`src/sv/wysm_pkg.sv`:
```
`timescale 1ns / 1ps
package wysm_pkg;

  localparam int unsigned RING_DEPTH_DEF = 1024;

  localparam logic [63:0] NS_PER_HOUR = 64'd3600000000000;
  localparam logic [63:0] CALLS_SCALE = 64'd10000;

  localparam logic [47:0] SHORT_HORIZON_RST = 48'd600000000000;
  localparam logic [47:0] LONG_HORIZON_RST  = 48'd3600000000000;
  localparam logic [15:0] FLOOR_10K_RST     = 16'd25;
  localparam logic [31:0] FLOOR_HOUR_RST    = 32'd5000;
  localparam logic [7:0]  HYST_RST          = 8'd3;
  localparam logic [15:0] FIND_FLOOR_RST    = 16'd6;
  localparam logic [7:0]  TRUNC_RATIO_RST   = 8'd3;
  localparam logic [7:0]  THRU_DIV_RST      = 8'd2;

  localparam int unsigned CFG_IDX_W = 4;
  localparam int unsigned CFG_DATA_W = 48;
  localparam logic [CFG_IDX_W-1:0] CFG_SHORT_HORIZON = 4'd0;
  localparam logic [CFG_IDX_W-1:0] CFG_LONG_HORIZON  = 4'd1;
  localparam logic [CFG_IDX_W-1:0] CFG_FLOOR_10K     = 4'd2;
  localparam logic [CFG_IDX_W-1:0] CFG_FLOOR_HOUR    = 4'd3;
  localparam logic [CFG_IDX_W-1:0] CFG_HYST          = 4'd4;
  localparam logic [CFG_IDX_W-1:0] CFG_FIND_FLOOR    = 4'd5;
  localparam logic [CFG_IDX_W-1:0] CFG_TRUNC_RATIO   = 4'd6;
  localparam logic [CFG_IDX_W-1:0] CFG_THRU_DIV      = 4'd7;

  localparam logic [2:0] VETO_NONE    = 3'd0;
  localparam logic [2:0] VETO_STALLED = 3'd1;
  localparam logic [2:0] VETO_FINDING = 3'd2;
  localparam logic [2:0] VETO_TRUNC   = 3'd3;
  localparam logic [2:0] VETO_THRU    = 3'd4;

  typedef struct packed {
    logic [63:0] time_ns;
    logic [47:0] edges_total;
    logic [47:0] calls_total;
    logic [47:0] trunc_total;
    logic [47:0] findings_total;
    logic [15:0] stalled_count;
  } in_t;

  typedef struct packed {
    logic        sat_flag;
    logic [31:0] below_count;
    logic [2:0]  veto_reason;
    logic        short_valid;
    logic        long_valid;
    logic [63:0] short_window_ns;
    logic [47:0] short_edges_delta;
    logic [47:0] short_calls_delta;
    logic [63:0] long_window_ns;
    logic [47:0] long_edges_delta;
    logic [47:0] long_calls_delta;
  } out_t;

  typedef struct packed {
    logic [63:0] time_ns;
    logic [47:0] edges;
    logic [47:0] calls;
    logic [47:0] trunc;
    logic [47:0] findings;
  } ring_t;

  typedef struct packed {
    logic        found;
    logic [63:0] span;
    logic [47:0] de;
    logic [47:0] dc;
    logic [47:0] dt;
    logic [47:0] df;
  } win_t;

  typedef struct packed {
    logic [47:0] short_horizon;
    logic [47:0] long_horizon;
    logic [15:0] floor_10k;
    logic [31:0] floor_hour;
    logic [7:0]  hyst;
    logic [15:0] find_floor;
    logic [7:0]  trunc_ratio;
    logic [7:0]  thru_div;
  } cfg_t;

  typedef struct packed {
    logic lt;
    logic gt;
  } cmp_res_t;

  typedef struct packed {
    logic [63:0] a;
    logic [63:0] b;
    logic [63:0] c;
    logic [63:0] d;
  } cmp_op_t;

  function automatic logic [47:0] sat_sub48(input logic [47:0] x, input logic [47:0] y);
    sat_sub48 = (x > y) ? x - y : 48'd0;
  endfunction

endpackage

```
`src/sv/wysm_pcmp.sv`:
```
`timescale 1ns / 1ps
module wysm_pcmp (
  input  logic                 clk_i,
  input  logic                 rst_ni,
  input  logic                 start_i,
  input  wysm_pkg::cmp_op_t    op_i,
  output logic                 done_o,
  output wysm_pkg::cmp_res_t   res_o
);

  logic                busy_q;
  logic                fin_q;
  logic                done_q;
  logic [2:0]          step_q;
  wysm_pkg::cmp_op_t   op_q;
  logic [127:0]        p1_q;
  logic [127:0]        p2_q;
  wysm_pkg::cmp_res_t  res_q;

  logic [63:0]  x;
  logic [63:0]  y;
  logic [31:0]  xs;
  logic [31:0]  ys;
  logic [63:0]  pp;
  logic [127:0] pp_sh;

  always_comb begin
    x  = step_q[2] ? op_q.c : op_q.a;
    y  = step_q[2] ? op_q.d : op_q.b;
    xs = step_q[0] ? x[63:32] : x[31:0];
    ys = step_q[1] ? y[63:32] : y[31:0];
    pp = 64'(xs) * 64'(ys);
    case (step_q[1:0])
      2'b00:   pp_sh = {64'd0, pp};
      2'b11:   pp_sh = {pp, 64'd0};
      default: pp_sh = {32'd0, pp, 32'd0};
    endcase
  end

  always_ff @(posedge clk_i or negedge rst_ni) begin
    if (!rst_ni) begin
      busy_q <= 1'b0;
      fin_q  <= 1'b0;
      done_q <= 1'b0;
      step_q <= 3'd0;
    end else begin
      done_q <= 1'b0;
      if (start_i) begin
        busy_q <= 1'b1;
        step_q <= 3'd0;
      end else if (busy_q) begin
        step_q <= step_q + 3'd1;
        if (step_q == 3'd7) begin
          busy_q <= 1'b0;
          fin_q  <= 1'b1;
        end
      end else if (fin_q) begin
        fin_q  <= 1'b0;
        done_q <= 1'b1;
      end
    end
  end

  always_ff @(posedge clk_i) begin
    if (start_i) begin
      op_q <= op_i;
      p1_q <= '0;
      p2_q <= '0;
    end else if (busy_q) begin
      if (step_q[2]) begin
        p2_q <= p2_q + pp_sh;
      end else begin
        p1_q <= p1_q + pp_sh;
      end
    end
    if (fin_q) begin
      res_q.lt <= p1_q < p2_q;
      res_q.gt <= p1_q > p2_q;
    end
  end

  assign done_o = done_q;
  assign res_o  = res_q;

endmodule

```
`config.mk`:
```
export PLATFORM = sky130hd
export DESIGN_NAME = wysm_pcmp
export DESIGN_NICKNAME = d
export VERILOG_FILES = /design/src/sv/wysm_pkg.sv /design/src/sv/wysm_pcmp.sv
export SDC_FILE = /design/constraint.sdc
export NUM_CORES = 2
export LEC_CHECK = 0
export ABC_AREA = 1
export BUFFER_PORTS_ARGS = -buffer_cell sky130_fd_sc_hd__clkbuf_2
export CAP_MARGIN = 20
export CELL_PAD_IN_SITES_DETAIL_PLACEMENT = 0
export CELL_PAD_IN_SITES_GLOBAL_PLACEMENT = 1
export CORE_AREA = 2 2 398 400
export CTS_CLUSTER_SIZE = 8
export DETAILED_ROUTE_END_ITERATION = 12
export DIE_AREA = 0 0 400 402
export PLACE_DENSITY = 0.95
export SLEW_MARGIN = 30
export SYNTH_ARGS = -nofsm -noshare
export SYNTH_HDL_FRONTEND = slang
export SYNTH_SLANG_ARGS = --single-unit
```
`constraint.sdc`:
```
create_clock -name clk_i -period 23.5 [get_ports clk_i]
set_input_delay 2.35 -clock clk_i [delete_from_list [all_inputs] [get_ports clk_i]]
set_output_delay 2.35 -clock clk_i [all_outputs]
set_load 0.1 [all_outputs]
```
After elaboration in Yosys (flattened, before gate mapping)
Cells that the tools add are included.

storage, ports and cells
  bits of input ports = 259
  flip-flop bits (word level) = 520
  logic and storage cells = 43
  output and inout port bits = 3

cells by class
  equal/unequal tests = 3
  bitwise logic cells = 2
  reduce and logical (&&, ||, !) cells = 5
  multiplexer cells = 15
  add/sub/neg operators = 3
  multiply operators = 1
  order comparisons = 2

operator list
  cell                 number
  $add 128x128->128    2
  $pmux 128 s2         1
  $gt 128x128->1       1
  $lt 128x128->1       1
  $mux 64              2
  $mul 32x32->64       1
  $mux 32              2
  $mux 1               8
  $mux 3               2
  $reduce_and 2->1     3
  $add 3x1->3 const B  1
  $eq 3x3->1 const B   1
  $eq 2x2->1 const B   1
  $logic_not 2->1      1
  $ne 2x1->1 const B   1
  $not 1->1            2
  $reduce_bool 2->1    1

Depth between registers and ports, before layout
  depth after elaboration = 5
  mapped depth = 58
  depth with buffers taken out = 54

Worst setup path before layout
OpenSTA, ideal clock, no wires.

  path kind = register to register
  start point = reg step_q[1]
  end point = reg p1_q[82]
  data required time = 23.387 ns
  path slack = 14.638 ns
  library setup time = 0.113 ns
  arrival = 8.749 ns
  cell stages (with the launch flop) = 48
  path buffers = 3
  cells stage by stage = dfrtp_1 -> inv_1 -> buf_4 -> clkbuf_1 -> a21oi_1 -> a32oi_4 -> inv_2 -> buf_2 -> nor2_1 -> fa_1 -> fa_1 -> inv_1 -> fa_1 -> fa_1 -> inv_1 -> fa_1 -> fa_1 -> fa_1 -> [... 12 more ...] -> a21oi_1 -> or2_1 -> nand2_1 -> o21ai_1 -> ha_1 -> nand2_1 -> nor2_1 -> inv_1 -> nor2_1 -> inv_1 -> nor4_2 -> nand2_1 -> nand2_2 -> nand2_1 -> nand2_1 -> nor2_1 -> o21ai_1 -> inv_1

between the ends
  cells in the longest elaborated chain, start to end = 4

ends and longest elaborated chain
  element                 RTL line         RTL
  from (decl)             wysm_pcmp.sv:14  logic [2:0] step_q;
  from (signal assigned)  wysm_pcmp.sv:52  step_q <= step_q + 3'd1;
  $mux 32                 wysm_pcmp.sv:31  ys = step_q[1] ? y[63:32] : y[31:0];
  $mul 32x32->64          wysm_pcmp.sv:32  pp = 64'(xs) * 64'(ys);
  $pmux 128 s2 *          wysm_pcmp.sv:33  case (step_q[1:0])
  $add 128x128->128 *     wysm_pcmp.sv:73  p1_q <= p1_q + pp_sh;
  to (signal assigned)    wysm_pcmp.sv:73
  to (decl)               wysm_pcmp.sv:16  logic [127:0] p1_q;

Every way passes the cells marked *; elsewhere a longest branch is shown, timed or not.
A chain may end at the register's enable or synchronous reset.

Final worst setup path
  start point = reg step_q[2]
  end point = reg p2_q[84]

between the ends
  cells in the longest elaborated chain, start to end = 5

ends and longest elaborated chain
  element                     RTL line                          RTL
  $mux 64 (on tied branches)  wysm_pcmp.sv:28, wysm_pcmp.sv:29
  $mux 32 (on tied branches)  wysm_pcmp.sv:30, wysm_pcmp.sv:31
  $mul 32x32->64              wysm_pcmp.sv:32
  $pmux 128 s2                wysm_pcmp.sv:33
  $add 128x128->128           wysm_pcmp.sv:71                   p2_q <= p2_q + pp_sh;
  to (signal assigned)        wysm_pcmp.sv:71
  to (decl)                   wysm_pcmp.sv:17                   logic [127:0] p2_q;

Parallel ways exist; a longest one is shown, timed or not.

==> summary.txt <==
Clocking
  • H-tree depth: 3
  • CTS Buf Count: 81
  • Post_cts resized: 0
  • Clock Tree Buf Depth: 3
  • Clock Pin Slew Worst Setup and Hold Paths: 0.06 ns
  • CTS tree: yes
  • Sink Count: 520
  • Clock latency on the worst-skew pair: 0.78 ns
  • # Post-CTS Setup Buffers: 0
  • Clock tree root driver cell: clkbuf_16
  • Cts hold-fix bufs: 0

Hold path
  • Hold endpoint: p1_q[0]
  • Hold path startpoint: p1_q[0]
  • Worst hold stages: 2
  • Hold Path Class: reg2reg

Cells and area
  • Share of cells above drive strength 1: 7.48%
  • Commonest non-fill, non-tap cell in the layout: nand2_1
  • Number of fill cells: 15,300
  • Footprint of the multi-input gates: 0.0567 mm2
  • Synth-to-layout area growth: 7.71%
  • Post-Layout Cell Count: 13,500
  • Sequential cell area: 0.0130 mm2
  • Commonest non-fill, non-tap cells in the layout: nand2_1 (2,192), inv_1 (2,159), nor2_1 (1,791), fa_1 (898), a21oi_1 (833)
  • Nets: 13,100
  • Post-layout util: 54.4%

Synth
  • Netlist Area Pre-Place: 0.0794 mm2
  • Net count after synthesis: 13,000
  • Adder-cell share of the synthesized area: 33.1%
  • Synth Area in Simple Gates: 23.7%
  • Distinct cell type count after synthesis: 62
  • Ys async rst share: 1.15%
  • EDFF count, synth: 258
  • Seq/Total Area, Yosys: 16.4%
  • Synthesized flop and latch total: 520
  • Mux contribution to synthesized area: 0%
  • Yosys warnings: 0
  • Avg Inst Size Synth: 7.11 um2
  • Main synth FF type: edfxtp_1
  • Compound-cell area share of the yosys netlist: 12.7%
  • Syn Inst Count: 11,200
  • Main combinational cell family by area after synthesis: adder cells
  • Post-synthesis xor/xnor area fraction: 1.83%

Routing
  • Iter 0 DRT Violations: 10,500
  • Final ANT Viol Nets: 0
  • DRC Markers: 0
  • Vias: 79,500
  • Metal1 wirelength: 151,000 um
  • WL met2: 141,000 um
  • DRT Pass-1 Iters: 9
  • Drt via density: 5.90
  • WL/cell: 27.1 um
  • Routed wl met3: 55,700 um
  • Total routed wirelength: 366,000 um
  • Max layer used: met5

Worst setup path
  • Setup crit start kind: flip-flop
  • Crit path kind: reg2reg
  • Worst setup EP type: flip-flop
  • Worst Path Arrival: 14.46 ns
  • FF-to-FF End: p2_q[84]
  • Worst Reg2Reg Path Length in Cells: 38
  • Worst R2R Setup Slack: 9.70 ns
  • Crit Reg-Reg Startpoint: step_q[2]
  • Crit-path slowest cell: a21oi_1
  • Data required, critical path: 24.16 ns
  • Crit path from: step_q[2]
  • Slowest stage delay, CP: 0.74 ns
  • Worst Path Max Fanout: 63

Die
  • Std cell rows: 146
  • Core area: 0.157 mm2
  • Number of I/O pins: 262
  • Chip width: 400 um
  • Die Area: 0.161 mm2
  • Initial Utilization: 50.5%
  • Chip Height: 402 um

Timing
  • Slew @ Worst Pin: 1.26 ns
  • TNS Setup: 0 ns
  • Setup violations, final: 0
  • Final worst path period share: 58.7%
  • Final hold violation count: 0
  • Hold slack: 0.500 ns
  • Slew HR: 15.3%
  • Fmax: 72.5 MHz
  • Clock Skew: 0.0860 ns
  • RSZ-0062 raised after global routing: false
  • Post-layout min period: 13.80 ns
  • Slew Limit Fails: 0

Run
  • Max Cap Viol: 0

Place
  • Placed insts: 13,300
  • Post-DP HPWL: 308,000 um
  • PortBufs: 261
  • GP Congestion: 1.15

Global route
  • Initial antenna violation count: 20
  • Vias in the first global route: 75,000
  • Overall routing resource usage: 44.6%
  • Total grt overflow: 0
  • First-pass GRT wire length: 513,000 um
  • Largest net degree at the start of global routing: 138

Outcome
  • Run status: completed
## worst max-delay path by stage
stage	end	slack, ns	depth (start not counted)
after global routing	p2_q[107]	9.84	42
final	p2_q[84]	9.70	38
after global placement	p2_q[72]	10.35	42
after CTS	p2_q[72]	10.50	42
after detailed placement	p2_q[72]	10.49	42
after floorplan	p1_q[82]	14.64	47
## state kept, by name, summed over array words and instances (netlist names)
name,count
res_o,2
busy_q,1
p1_q,128
done_o,1
op_q,256
step_q,3
fin_q,1
p2_q,128
## kinds of logic (layout without fill, tap and decap cells)
kind of cell    after synthesis  count (layout)
compound gates             1708            1708
fa+ha+maj                  1560            1560
flops                       520             520
simple gates               4657            4657
other cells                   0              30
xor+xnor                    164             164
buf+inv                    2558            2757
## area by class of cell
cell class | count | share of cell area (%)
multi-input cells | 8089 | 66.3
flip-flops and latches | 520 | 15.2
inverters | 2262 | 9.94
well taps | 2072 | 3.03
clock buffers | 109 | 2.65
repair buffers | 373 | 2.54
clock inverters | 13 | 0.208
diodes | 30 | 0.0878
## synth_stat cells, types with 4 or more instances
library cell / n / area, um2
o21ai_1: 69 / 345
or2_1: 4 / 25.0
a21boi_0: 5 / 37.5
a21oi_1: 833 / 4170
nand2_2: 54 / 338
edfxtp_1: 258 / 7750
nor2_2: 68 / 425
nand3_1: 350 / 1750
o211ai_1: 33 / 248
a32oi_4: 13 / 358
nor3_2: 12 / 120
a32oi_2: 26 / 423
dfxtp_1: 256 / 5120
a32oi_1: 25 / 219
nand2_1: 2194 / 8240
nor2_4: 7 / 78.8
ha_1: 662 / 8280
xor2_1: 126 / 1100
fa_1: 898 / 18000
o22ai_1: 36 / 225
nor2_1: 1795 / 6740
o21ai_0: 425 / 2130
nor3_1: 85 / 425
o21a_1: 16 / 120
nand3_2: 15 / 150
o21ai_2: 17 / 149
dfrtp_1: 6 / 150
inv_1: 2168 / 8140
buf_1: 31 / 116
nand3b_1: 6 / 45.0
nor4_1: 17 / 106
nand4_1: 32 / 200
buf_2: 127 / 636
o21bai_2: 4 / 45.0
inv_2: 92 / 345
nor4_2: 8 / 100
xnor2_1: 36 / 315
o2111ai_1: 6 / 52.6
a21o_1: 72 / 541
a21oi_2: 20 / 175
o21bai_1: 80 / 601
o221ai_1: 8 / 70.1
clkbuf_1: 132 / 495
a31oi_1: 8 / 50.1
buf_4: 6 / 45.0
## critical path: cells and delay by family, from the launching register on
kind	cells	cell delay (ns)
buf+inv	7	1.87
compound gates	11	4.64
flops	1	0.55
fa+ha+maj	10	4.81
simple gates	10	1.74
## metrics by stage
| stage | instance area [um2] | worst slack (ns) |
|---|---|---|
| CTS | 85400 | 10.50 |
| global route | 85400 | 9.84 |
| floorplan | 79400 | 14.64 |
| detailed placement | 83000 | 10.49 |
| finish | 85500 | 9.70 |
| global placement | 83000 | 10.35 |
## layer usage
layer	vias up	track usage, %
li1	35000	-
met4	26	17.5
met2	5184	59.0
met1	38400	63.4
met5	-	1.76
met3	806	18.4
Power is left out: the tool's default activity adds up to more than one toggle a clock period on the data nets, which glitch-free logic cannot reach.
